**config.mk**
```make
export PLATFORM = sky130hd
export DESIGN_NAME = dvfs_level_governor_top
export DESIGN_NICKNAME = d
export VERILOG_FILES = /design/src/sv/dlg_pkg.sv /design/src/sv/dlg_table.sv /design/src/sv/dlg_div.sv /design/src/sv/dvfs_level_governor_top.sv
export VERILOG_INCLUDE_DIRS = /design/src /design/src/sv
export SDC_FILE = /design/constraint.sdc
export NUM_CORES = 2
export LEC_CHECK = 0
export ABC_AREA = 1
export BUFFER_PORTS_ARGS = -buffer_cell sky130_fd_sc_hd__clkbuf_2
export CAP_MARGIN = 20
export CORE_UTILIZATION = 30
export DETAILED_ROUTE_END_ITERATION = 10
export PLACE_DENSITY = 0.56
export SETUP_SLACK_MARGIN = 0.2
export SKIP_LAST_GASP = 1
export SYNTH_ARGS = -nofsm -noshare
export SYNTH_HDL_FRONTEND = slang
export SYNTH_SLANG_ARGS = --single-unit
```
**constraint.sdc**
```tcl
create_clock -name clk -period 6.75 [get_ports clk]
set_input_delay 0.675 -clock clk [delete_from_list [all_inputs] [get_ports clk]]
set_output_delay 0.675 -clock clk [all_outputs]
set_load 0.02 [all_outputs]
```
**src/sv/dvfs_level_governor_top_assert.svh**
```systemverilog
// Assertion macros for the DVFS level governor top level.
// Used only by dvfs_level_governor_top; needs clk and rst_n in scope.
`ifndef DVFS_LEVEL_GOVERNOR_TOP_ASSERT_SVH
`define DVFS_LEVEL_GOVERNOR_TOP_ASSERT_SVH
`ifndef SYNTHESIS
`define DLG_ASSERT_IMP(lbl, ante, cons) \
  lbl: assert property (@(posedge clk) disable iff (!rst_n) (ante) |-> (cons)) \
    else $error("dvfs governor assertion failed");
`define DLG_ASSERT_NXT(lbl, ante, cons) \
  lbl: assert property (@(posedge clk) disable iff (!rst_n) (ante) |=> (cons)) \
    else $error("dvfs governor assertion failed");
`else
`define DLG_ASSERT_IMP(lbl, ante, cons)
`define DLG_ASSERT_NXT(lbl, ante, cons)
`endif
`endif

```
**src/sv/dlg_pkg.sv**
```systemverilog
// Shared types and constants of the DVFS level governor.
// No dependencies.
`timescale 1ns / 1ps
package dlg_pkg;
  localparam int LEVELS        = 16;
  localparam int LVL_W         = $clog2(LEVELS);
  localparam int HIST_DEPTH    = 8;
  localparam int HIST_W        = (HIST_DEPTH > 1) ? $clog2(HIST_DEPTH) : 1;
  localparam int MCU_DENOM     = 4;
  localparam int PCT_W         = 7;
  localparam int HYST_W        = 15;
  localparam int CLK_W         = 32;
  localparam int TOT_W         = 8;
  localparam int DIVISOR       = 100;
  localparam int FULL_LOAD     = 95;

  // x / 100 == (x * DIV100_MUL) >> DIV100_SH for any 32-bit x
  localparam logic [31:0] DIV100_MUL = 32'h51EB_851F;
  localparam int          DIV100_SH  = 37;
  // y / 100 == (y * SMALL_MUL) >> SMALL_SH for y below 43690
  localparam logic [12:0] SMALL_MUL  = 13'd5243;
  localparam int          SMALL_SH   = 19;

  localparam logic [1:0] MODE_BASIC = 2'd0;
  localparam logic [1:0] MODE_QUICK = 2'd1;
  localparam logic [1:0] MODE_QMCU  = 2'd2;
  localparam logic [1:0] MODE_HIST  = 2'd3;

  localparam logic [2:0] REG_MODE      = 3'd0;
  localparam logic [2:0] REG_FASTEST   = 3'd1;
  localparam logic [2:0] REG_SLOWEST   = 3'd2;
  localparam logic [2:0] REG_STEP_UP   = 3'd3;
  localparam logic [2:0] REG_MCU_NUM   = 3'd4;
  localparam logic [2:0] REG_HEADROOM  = 3'd5;
  localparam logic [2:0] REG_CLAMP_FST = 3'd6;
  localparam logic [2:0] REG_CLAMP_SLW = 3'd7;

  typedef struct packed {
    logic [HYST_W-1:0] hyst;
    logic [PCT_W-1:0]  mcu_max;
    logic [PCT_W-1:0]  mcu_min;
    logic [PCT_W-1:0]  gpu_hi;
    logic [PCT_W-1:0]  gpu_lo;
  } entry_t;
endpackage

```
**src/sv/dlg_table.sv**
```systemverilog
// Level table: per-level bounds, hysteresis and clock, one write and one read port.
// Depends on dlg_pkg. Read data is registered.
`timescale 1ns / 1ps
module dlg_table (
  input  logic                        clk,
  input  logic                        wr_en,
  input  logic [dlg_pkg::LVL_W-1:0]   wr_addr,
  input  dlg_pkg::entry_t             wr_entry,
  input  logic [dlg_pkg::CLK_W-1:0]   wr_clock,
  input  logic [dlg_pkg::LVL_W-1:0]   rd_addr,
  output dlg_pkg::entry_t             rd_entry,
  output logic [dlg_pkg::CLK_W-1:0]   rd_clock
);
  dlg_pkg::entry_t           ent_mem [dlg_pkg::LEVELS];
  logic [dlg_pkg::CLK_W-1:0] clk_mem [dlg_pkg::LEVELS];

  always_ff @(posedge clk) begin
    if (wr_en) begin
      ent_mem[wr_addr] <= wr_entry;
      clk_mem[wr_addr] <= wr_clock;
    end
    rd_entry <= ent_mem[rd_addr];
    rd_clock <= clk_mem[rd_addr];
  end
endmodule

```
**src/sv/dlg_div.sv**
```systemverilog
// History capacity unit: floor(clock * total / 100) truncated to 32 bits.
// Depends on dlg_pkg. Reciprocal multiplies step through phases ph_r[0] to ph_r[2]; done pulses after the last phase.
`timescale 1ns / 1ps
module dlg_div (
  input  logic                          clk,
  input  logic                          rst_n,
  input  logic                          start,
  input  logic [dlg_pkg::CLK_W-1:0]     clock_in,
  input  logic [dlg_pkg::TOT_W-1:0]     total_in,
  output logic                          done,
  output logic [dlg_pkg::CLK_W-1:0]     quotient
);
  localparam int CW = dlg_pkg::CLK_W;
  localparam int TW = dlg_pkg::TOT_W;

  logic [2:0]      ph_r, ph_nxt;
  logic            done_r, done_nxt;
  logic [CW-1:0]   x_r, x_nxt, a_r, a_nxt, at_r, at_nxt, q_r, q_nxt;
  logic [TW-1:0]   t_r, t_nxt;
  logic [14:0]     y_r, y_nxt;
  logic [2*CW-1:0] recip_prod;
  logic [CW-1:0]   rem;
  logic [28:0]     small_prod;

  // clock = 100*a + b, so clock*total/100 = a*total + b*total/100
  assign recip_prod = (2*CW)'(x_r) * (2*CW)'(dlg_pkg::DIV100_MUL);
  assign rem        = x_r - CW'(a_r * CW'(dlg_pkg::DIVISOR));
  assign small_prod = 29'(y_r) * 29'(dlg_pkg::SMALL_MUL);
  assign done       = done_r;
  assign quotient   = q_r;

  always_comb begin
    ph_nxt   = ph_r;
    done_nxt = 1'b0;
    x_nxt    = x_r;
    t_nxt    = t_r;
    a_nxt    = a_r;
    at_nxt   = at_r;
    y_nxt    = y_r;
    q_nxt    = q_r;
    if (start) begin
      x_nxt  = clock_in;
      t_nxt  = total_in;
      ph_nxt = 3'b001;
    end else if (ph_r[0]) begin
      a_nxt  = CW'(recip_prod >> dlg_pkg::DIV100_SH);
      ph_nxt = 3'b010;
    end else if (ph_r[1]) begin
      y_nxt  = 15'(rem[6:0]) * 15'(t_r);
      at_nxt = CW'(a_r * CW'(t_r));
      ph_nxt = 3'b100;
    end else if (ph_r[2]) begin
      q_nxt    = at_r + CW'(small_prod >> dlg_pkg::SMALL_SH);
      done_nxt = 1'b1;
      ph_nxt   = 3'b000;
    end
  end

  always_ff @(posedge clk) begin
    if (!rst_n) begin
      ph_r   <= '0;
      done_r <= 1'b0;
    end else begin
      ph_r   <= ph_nxt;
      done_r <= done_nxt;
    end
    x_r  <= x_nxt;
    t_r  <= t_nxt;
    a_r  <= a_nxt;
    at_r <= at_nxt;
    y_r  <= y_nxt;
    q_r  <= q_nxt;
  end
endmodule

```
**src/sv/dvfs_level_governor_top.sv**
```systemverilog
// DVFS level governor top level: sequencer, configuration registers and result port.
// Depends on dlg_pkg, dlg_table, dlg_div and dvfs_level_governor_top_assert.svh.
//
// Level 0 is the fastest. A table write (in_op 0) does not raise busy and
// answers with the current level on the next cycle. An evaluation walks the
// level table through its single read port, each access passing through a
// read state (S_RD0, S_RD1 or S_LKW) before its data is used: modes 0 and 1
// step through S_RD0, S_EVAL, S_RD1, S_HYST, S_FIN; mode 2 adds a headroom
// lookup (S_LKW, S_LK per level searched) if headroom is nonzero; mode 3 runs
// S_RD0, S_EVAL, a divide by 100 (S_DIV), a scan of all eight history entries
// (S_SCAN), the lookup and S_FIN, skipping scan and lookup on a full-load
// sample. Each result appears with out_valid for exactly one cycle, the first
// cycle with busy low; the receiver cannot stall it, so it must take it then.
`timescale 1ns / 1ps
`include "dvfs_level_governor_top_assert.svh"
module dvfs_level_governor_top (
  input  logic                          clk,
  input  logic                          rst_n,
  input  logic                          start,
  output logic                          busy,
  input  logic                          in_op,
  input  logic [3:0]                    in_entry_index,
  input  logic [6:0]                    in_entry_util_min,
  input  logic [6:0]                    in_entry_util_max,
  input  logic [6:0]                    in_entry_mcu_min,
  input  logic [6:0]                    in_entry_mcu_max,
  input  logic [14:0]                   in_entry_hysteresis,
  input  logic [31:0]                   in_entry_clock,
  input  logic [6:0]                    in_gpu_util,
  input  logic [6:0]                    in_mcu_util,
  output logic                          out_valid,
  output logic [3:0]                    out_next_level,
  output logic [3:0]                    out_raw_level,
  output logic                          out_was_clamped,
  input  logic                          cfg_valid,
  output logic                          cfg_ready,
  input  logic [2:0]                    cfg_index,
  input  logic [31:0]                   cfg_data
);
  localparam int LW = dlg_pkg::LVL_W;
  localparam int HW = dlg_pkg::HIST_W;
  localparam int CW = dlg_pkg::CLK_W;

  localparam logic [3:0] S_IDLE = 4'd0;
  localparam logic [3:0] S_RD0  = 4'd1;
  localparam logic [3:0] S_EVAL = 4'd2;
  localparam logic [3:0] S_RD1  = 4'd3;
  localparam logic [3:0] S_HYST = 4'd4;
  localparam logic [3:0] S_DIV  = 4'd5;
  localparam logic [3:0] S_SCAN = 4'd6;
  localparam logic [3:0] S_LKW  = 4'd7;
  localparam logic [3:0] S_LK   = 4'd8;
  localparam logic [3:0] S_FIN  = 4'd9;

  localparam logic [1:0] DLY_FULL = 2'd0;
  localparam logic [1:0] DLY_HALF = 2'd1;
  localparam logic [1:0] DLY_KEEP = 2'd2;

  // configuration
  logic [1:0]  mode_r;
  logic [LW-1:0] fastest_r, slowest_r, step_r, cfast_r, cslow_r;
  logic [7:0]  mcu_num_r;
  logic [CW-1:0] headroom_r;

  // sequencer state
  logic [3:0]    state_r, state_nxt;
  logic [LW-1:0] cur_r, cur_nxt, pre_r, pre_nxt, lvl_r, lvl_nxt, addr_r, addr_nxt;
  logic [LW-1:0] raw_r, raw_nxt, lk_r, lk_nxt;
  logic signed [15:0] dly_r, dly_nxt;
  logic [1:0]    kind_r, kind_nxt;
  logic [6:0]    util_r, util_nxt, mcu_r, mcu_nxt;
  logic [CW-1:0] cap_r, cap_nxt, tgt_r, tgt_nxt;
  logic [HW-1:0] slot_r, slot_nxt, sc_r, sc_nxt;
  logic [CW-1:0] hist_r [dlg_pkg::HIST_DEPTH];
  logic          hist_we;
  logic          ov_r, ov_nxt;
  logic [LW-1:0] onl_r, onl_nxt, oraw_r, oraw_nxt;
  logic          ocl_r, ocl_nxt;

  dlg_pkg::entry_t wr_entry, rd_entry;
  logic [CW-1:0]   rd_clock;
  logic            tbl_we;
  logic            accept;
  logic            div_start, div_done;
  logic [CW-1:0]   div_q;
  logic [dlg_pkg::TOT_W-1:0]      total;

  // stepper terms
  logic          over, under, big, mode2;
  logic [7:0]    big_util;
  logic [14:0]   mcu_lim;
  logic signed [15:0] dec;
  logic [CW-1:0] scan_max;
  logic [LW-1:0] c1, cres;

  assign accept    = start && !busy;
  assign busy      = (state_r != S_IDLE);
  assign cfg_ready = 1'b1;
  assign tbl_we    = accept && !in_op;
  assign total     = dlg_pkg::TOT_W'(util_r) + dlg_pkg::TOT_W'(mcu_r);
  assign out_valid       = ov_r;
  assign out_next_level  = onl_r;
  assign out_raw_level   = oraw_r;
  assign out_was_clamped = ocl_r;

  always_comb begin
    wr_entry.gpu_lo   = in_entry_util_min;
    wr_entry.gpu_hi   = in_entry_util_max;
    wr_entry.mcu_min  = in_entry_mcu_min;
    wr_entry.mcu_max  = in_entry_mcu_max;
    wr_entry.hyst     = in_entry_hysteresis;
  end

  dlg_table u_table (
    .clk      (clk),
    .wr_en    (tbl_we),
    .wr_addr  (in_entry_index),
    .wr_entry (wr_entry),
    .wr_clock (in_entry_clock),
    .rd_addr  (addr_r),
    .rd_entry (rd_entry),
    .rd_clock (rd_clock)
  );

  dlg_div u_div (
    .clk      (clk),
    .rst_n    (rst_n),
    .start    (div_start),
    .clock_in (rd_clock),
    .total_in (total),
    .done     (div_done),
    .quotient (div_q)
  );

  always_comb begin
    mode2    = (mode_r == dlg_pkg::MODE_QMCU);
    over     = (util_r > rd_entry.gpu_hi) || (mode2 && (mcu_r > rd_entry.mcu_max));
    under    = (util_r < rd_entry.gpu_lo) && (!mode2 || (mcu_r < rd_entry.mcu_min));
    big_util = (8'd100 + 8'(rd_entry.gpu_hi)) >> 1;
    mcu_lim  = 15'(mcu_num_r) * 15'(rd_entry.mcu_max / dlg_pkg::MCU_DENOM);
    big      = (mode_r != dlg_pkg::MODE_BASIC) && (lvl_r >= step_r) &&
               ((8'(util_r) > big_util) || (mode2 && (15'(mcu_r) > mcu_lim)));
    dec      = dly_r - 16'sd1;
    scan_max = (tgt_r < hist_r[sc_r]) ? hist_r[sc_r] : tgt_r;
    c1       = (raw_r < cfast_r) ? cfast_r : raw_r;
    cres     = (c1 > cslow_r) ? cslow_r : c1;
  end

  always_comb begin
    state_nxt = state_r;
    cur_nxt   = cur_r;
    pre_nxt   = pre_r;
    lvl_nxt   = lvl_r;
    addr_nxt  = addr_r;
    raw_nxt   = raw_r;
    lk_nxt    = lk_r;
    dly_nxt   = dly_r;
    kind_nxt  = kind_r;
    util_nxt  = util_r;
    mcu_nxt   = mcu_r;
    cap_nxt   = cap_r;
    tgt_nxt   = tgt_r;
    slot_nxt  = slot_r;
    sc_nxt    = sc_r;
    hist_we   = 1'b0;
    div_start = 1'b0;
    ov_nxt    = 1'b0;
    onl_nxt   = onl_r;
    oraw_nxt  = oraw_r;
    ocl_nxt   = ocl_r;
    case (state_r)
      S_IDLE: begin
        if (accept) begin
          if (!in_op) begin
            ov_nxt   = 1'b1;
            onl_nxt  = cur_r;
            oraw_nxt = cur_r;
            ocl_nxt  = 1'b0;
          end else begin
            util_nxt  = in_gpu_util;
            mcu_nxt   = in_mcu_util;
            lvl_nxt   = mode2 ? pre_r : cur_r;
            addr_nxt  = mode2 ? pre_r : cur_r;
            state_nxt = S_RD0;
          end
        end
      end
      S_RD0: state_nxt = S_EVAL;
      S_EVAL: begin
        if (mode_r == dlg_pkg::MODE_HIST) begin
          div_start = 1'b1;
          state_nxt = S_DIV;
        end else begin
          kind_nxt = DLY_FULL;
          if ((lvl_r > fastest_r) && over) begin
            lvl_nxt  = big ? (lvl_r - step_r) : (lvl_r - 1'b1);
            kind_nxt = big ? DLY_HALF : DLY_FULL;
          end else if ((lvl_r < slowest_r) && under) begin
            dly_nxt = dec;
            if ((mode_r == dlg_pkg::MODE_BASIC) ? (dec == 16'sd0) : (dec <= 16'sd0)) begin
              lvl_nxt = lvl_r + 1'b1;
            end else begin
              kind_nxt = DLY_KEEP;
            end
          end
          addr_nxt  = lvl_nxt;
          state_nxt = S_RD1;
        end
      end
      S_RD1: state_nxt = S_HYST;
      S_HYST: begin
        case (kind_r)
          DLY_FULL: dly_nxt = 16'($unsigned(rd_entry.hyst));
          DLY_HALF: dly_nxt = 16'($unsigned(rd_entry.hyst >> 1));
          default:  dly_nxt = dly_r;
        endcase
        raw_nxt   = lvl_r;
        state_nxt = S_FIN;
        if (mode2) begin
          pre_nxt = lvl_r;
          if (headroom_r != '0) begin
            cap_nxt   = rd_clock + headroom_r;
            lk_nxt    = slowest_r;
            addr_nxt  = slowest_r;
            state_nxt = S_LKW;
          end
        end
      end
      S_DIV: begin
        if (div_done) begin
          hist_we  = 1'b1;
          slot_nxt = (slot_r == HW'(dlg_pkg::HIST_DEPTH - 1)) ? '0 : (slot_r + 1'b1);
          if (total > dlg_pkg::TOT_W'(dlg_pkg::FULL_LOAD)) begin
            raw_nxt   = fastest_r;
            state_nxt = S_FIN;
          end else begin
            sc_nxt    = '0;
            tgt_nxt   = '0;
            state_nxt = S_SCAN;
          end
        end
      end
      S_SCAN: begin
        tgt_nxt = scan_max;
        if (sc_r == HW'(dlg_pkg::HIST_DEPTH - 1)) begin
          cap_nxt   = scan_max + headroom_r;
          lk_nxt    = slowest_r;
          addr_nxt  = slowest_r;
          state_nxt = S_LKW;
        end else begin
          sc_nxt = sc_r + 1'b1;
        end
      end
      S_LKW: state_nxt = S_LK;
      S_LK: begin
        // walk from the slowest level toward the fastest
        if (lk_r < fastest_r) begin
          raw_nxt   = fastest_r;
          state_nxt = S_FIN;
        end else if (rd_clock >= cap_r) begin
          raw_nxt   = lk_r;
          state_nxt = S_FIN;
        end else if (lk_r == '0) begin
          raw_nxt   = fastest_r;
          state_nxt = S_FIN;
        end else begin
          lk_nxt    = lk_r - 1'b1;
          addr_nxt  = lk_r - 1'b1;
          state_nxt = S_LKW;
        end
      end
      S_FIN: begin
        cur_nxt   = cres;
        ov_nxt    = 1'b1;
        onl_nxt   = cres;
        oraw_nxt  = raw_r;
        ocl_nxt   = (cres != raw_r);
        state_nxt = S_IDLE;
      end
      default: state_nxt = S_IDLE;
    endcase
  end

  always_ff @(posedge clk) begin
    if (!rst_n) begin
      mode_r     <= dlg_pkg::MODE_BASIC;
      fastest_r  <= '0;
      slowest_r  <= 4'd15;
      step_r     <= 4'd2;
      mcu_num_r  <= 8'd5;
      headroom_r <= '0;
      cfast_r    <= '0;
      cslow_r    <= 4'd15;
    end else if (cfg_valid && cfg_ready) begin
      case (cfg_index)
        dlg_pkg::REG_MODE:      mode_r     <= cfg_data[1:0];
        dlg_pkg::REG_FASTEST:   fastest_r  <= cfg_data[3:0];
        dlg_pkg::REG_SLOWEST:   slowest_r  <= cfg_data[3:0];
        dlg_pkg::REG_STEP_UP:   step_r     <= cfg_data[3:0];
        dlg_pkg::REG_MCU_NUM:   mcu_num_r  <= cfg_data[7:0];
        dlg_pkg::REG_HEADROOM:  headroom_r <= cfg_data;
        dlg_pkg::REG_CLAMP_FST: cfast_r    <= cfg_data[3:0];
        dlg_pkg::REG_CLAMP_SLW: cslow_r    <= cfg_data[3:0];
        default: ;
      endcase
    end
  end

  always_ff @(posedge clk) begin
    if (!rst_n) begin
      state_r <= S_IDLE;
      cur_r   <= 4'd15;
      pre_r   <= 4'd15;
      dly_r   <= '0;
      slot_r  <= '0;
      ov_r    <= 1'b0;
      for (int i = 0; i < dlg_pkg::HIST_DEPTH; i++) begin
        hist_r[i] <= '0;
      end
    end else begin
      state_r <= state_nxt;
      cur_r   <= cur_nxt;
      pre_r   <= pre_nxt;
      dly_r   <= dly_nxt;
      slot_r  <= slot_nxt;
      ov_r    <= ov_nxt;
      if (hist_we) begin
        hist_r[slot_r] <= div_q;
      end
    end
    lvl_r  <= lvl_nxt;
    addr_r <= addr_nxt;
    raw_r  <= raw_nxt;
    lk_r   <= lk_nxt;
    kind_r <= kind_nxt;
    util_r <= util_nxt;
    mcu_r  <= mcu_nxt;
    cap_r  <= cap_nxt;
    tgt_r  <= tgt_nxt;
    sc_r   <= sc_nxt;
    onl_r  <= onl_nxt;
    oraw_r <= oraw_nxt;
    ocl_r  <= ocl_nxt;
  end

  `DLG_ASSERT_NXT(a_accept_responds, start && !busy, busy || out_valid)
  `DLG_ASSERT_NXT(a_fin_strobes, state_r == S_FIN, out_valid && !busy)
  `DLG_ASSERT_IMP(a_clamp_flag, out_valid && !out_was_clamped, out_next_level == out_raw_level)
endmodule
```
==> run summary <==
reg-to-reg slack, setup -> 0.19 ns
final worst slack -> 0.188 ns
Leak -> 54.1 nW
vias per cell -> 4.76
Synth top area share -> 46.6%
combinational power share -> 5.8%
clock latency on the worst-skew pair -> 0.87 ns
Post-Synth XOR/XNOR Area -> 1.40%
Post-Syn Instances -> 10000
First-pass DRT Iterations -> 6
CTS tree -> built
asr flop ratio synth -> 0%
Clock transition at path regs -> 0.06 ns
Vias -> 72800
RSZ-0062 raised after global routing -> true
Routed WL -> 310 mm
switch share -> 22.9%
simple-gate share of the synthesized area -> 8.02%
Seq pwr share -> 50.8%
Root Buffer -> clkbuf_16
Post-Synthesis Cell Area -> 110000 µm²
syn_area_per_cell -> 11.0 µm²
Least-Margin Pin Slew -> 1.16 ns
Int Power -> 19.8 mW
hold_sp -> cfg_data[22]
CTS buffer count -> 205
compound-cell area share of the yosys netlist -> 9.49%
violation count after the first detailed-routing iteration -> 5488
I/O Pins -> 145
first-pass GRT wire length -> 461 mm
clock sinks -> 1885
Synth Flop Type -> edfxtp_1
main combinational cell family by area after synthesis -> adder cells
area delta synth->final -> 14.4%
CP endpoint -> u_div.a_r[25]$_DFFE_PP_
setup violators final -> 0
final hold vios -> 0
# port buffers -> 143
final critical delay including setup and external delays -> 6.56 ns
sequential share of the synthesized area -> 49.8%
FF-to-FF End -> u_div.a_r[25]$_DFFE_PP_
global-route usage over all layers -> 16.4%
PwrDens -> 204 nW/µm²
clock share of power -> 43.4%
Die Wd -> 608 µm
Final Util -> 34.5%
FF+latch area -> 54800 µm²
Hold Crit Class -> input port to register
WL/cell -> 20.3 µm
cell area after layout -> 126000 µm²
GRT overflow -> 0
yosys warns -> 0
period utilization -> 97.2%
total power -> 25.7 mW
largest net degree at the start of global routing -> 175
EDFF count, synth -> 1709
detailed placement HPWL -> 207 mm
synthesized flop and latch total -> 1885
GP Congestion -> 0.933
maximum vdd drop -> 0.196 mV
top cells by area, synth -> edfxtp_1 (47%), fa_1 (12%), ha_1 (8.9%), inv_1 (6.3%), nand2_1 (3.5%)
Max Cap Violations -> 0
CP startpoint kind -> register
initial core utilization -> 30.1%
Mapped Nets -> 11600
CTS HTree Levels -> 4
die footprint -> 370000 µm²
placed standard-cell area -> 117000 µm²
Synth area leader -> edfxtp_1
Synth cell types -> 68
final net count -> 11900
area occupied by multi-input gates -> 48000 µm²
fmax -> 152 MHz
mux cell area share after synthesis -> 2.76%
vias in the first global route -> 72400
status -> finished, final reports clean
die height -> 608 µm
Worst R2R Start -> u_div.x_r[19]$_DFFE_PP_
WP data arrival -> 7.10 ns
WP data required -> 7.29 ns
Clock Skew -> 0.0928 ns
Rows -> 222
worst hold slack -> 0.0783 ns
drt drc -> 0
Critical Path Source -> u_div.x_r[19]$_DFFE_PP_
switching power -> 5.88 mW
worst r2r path cells -> 25
CP Capture Type -> register
post-synthesis adder-cell area fraction -> 20.7%
Slew headroom -> 22.4%
Final Slew Violations -> 0
Setup WS pre-CTS -> 0.0685 ns
deepest clock path buffer count -> 4
layout cell share with drive strength beyond 1 -> 9.99%
filler instances -> 36500
Routed Antenna Nets -> 0
worst setup path category -> register to register
core area -> 366000 µm²
initial antenna violation count -> 49
Crit Path Max Fanout -> 4
power by group through the flow:
stage,registers (mW),clock network [mW],logic (mW)
5_1_grt,13.0,11.8,1.65
6_report,13.0,11.1,1.48
4_1_cts,13.0,11.3,1.46
3_3_place_gp,13.3,0,1.44
2_1_floorplan,13.2,0,0.906
3_5_place_dp,13.3,0,1.45
area by class of cell:
class / count / area share, %
flip-flops and latches: 1885 / 43.5
multi-input cells: 5897 / 38.1
inverters: 1852 / 5.53
well taps: 4816 / 4.78
clock buffers: 270 / 4.50
repair buffers: 445 / 2.74
clock inverters: 98 / 0.724
diodes: 33 / 0.0655
registers in the layout, summed over array words and instances, names as in the netlist, 43 cells and up, named ones only:
signal	cells
u_table.clk_mem	512
hist_r	256
u_table.rd_entry	43
u_table.ent_mem	688
metrics by stage:
stage | cells | TNS (ns)
finish | 15300 | 0
global route | 15300 | -0.274
CTS | 15200 | 0
detailed placement | 14800 | 0
global placement | 14800 | 0
floorplan | 10000 | 0
worst max-delay path: stages, from the launching register on:
cell and delay [ns]:
edfxtp_1 0.46, buf_4 0.18, ha_4 0.25, inv_2 0.03
fa_1 0.53, inv_2 0.05, fa_1 0.48, fa_1 0.58
fa_1 0.44, fa_1 0.47, fa_1 0.54, inv_2 0.05
fa_1 0.57, inv_2 0.06, ha_4 0.23, buf_6 0.13
a21oi_1 0.14, inv_1 0.11, a21oi_2 0.18, o21a_1 0.21
inv_1 0.05, a21oi_1 0.12, nand2_1 0.11, nand2_1 0.07
nand2_1 0.05, xor2_1 0.13
per-layer routing:
layer	GRT usage, %	wire, µm	up-vias
li1	-	-	34300
met1	21.7	135000	36300
met2	27.5	147000	1656
met3	2.20	15300	523
met4	6.16	12900	34
met5	0	210	-
cell families after synthesis:
kind of cell / count (synthesis)
buffers and inverters: 2243
and+or+nand+nor: 2161
DFF: 1885
AOI/OAI and AO/OA: 1823
adders and majority gates: 1434
muxes: 303
xor gates and xnor gates: 175
other: 1
how the worst min path moves through the flow:
stage,end,slack (ns),depth (start not counted)
detailed placement,u_div.x_r[0]$_DFFE_PP_,0.43,0
global placement,u_div.x_r[0]$_DFFE_PP_,0.43,0
CTS,headroom_r[22]$_SDFFE_PN0P_,0.02,3
global route,headroom_r[22]$_SDFFE_PN0P_,0.04,3
floorplan,u_div.x_r[0]$_DFFE_PP_,0.41,0
finish,headroom_r[22]$_SDFFE_PN0P_,0.08,3
what timing repair did:
action	CTS	global route
pin swaps	3	123
gates resized for setup	17	272
setup endpoints to repair	18	48
hold buffers	0	0
buffers inserted	11	72
placed cells by master, fill, tap and decap left out, drive strengths merged, types with 3 or more instances in the layout:
master	n
bufinv	14
o31ai	6
clkinv	74
clkinvlp	8
dfxtp	176
o21a	7
or2	12
ha	781
o21ai	724
o211ai	318
xor2	106
a31oi	39
and3	5
nor4	21
a211oi	8
nand2	1032
a41oi	3
mux2i	300
a21o	11
fa	653
inv	1854
nor3	35
diode	33
edfxtp	1709
o22ai	40
clkbuf	413
nand3b	3
o21bai	20
xnor2	69
a221oi	5
nand4	31
mux2	3
a21oi	588
o221ai	37
nand3	280
buf	302
a21boi	7
nor2	740
synthesized netlist by cell type (8+ instances only):
library cell,instances
a21oi_1,582
ha_1,781
edfxtp_1,1709
nand2_1,1021
fa_1,653
nor3_1,32
o221ai_1,37
or2_2,11
nor2_2,10
mux2i_1,300
a21o_1,11
inv_2,8
clkbuf_2,20
a31oi_1,39
o211ai_1,318
buf_2,57
nand2_2,10
nand4_1,31
nor2_1,725
dfxtp_1,176
o21ai_1,11
nor4_1,21
nand3_1,277
o21ai_0,709
o21bai_1,16
xor2_1,106
xnor2_1,68
clkbuf_1,280
buf_1,24
o22ai_1,40
inv_1,1838
No activity file was read; power rests on OpenSTA's default activity.
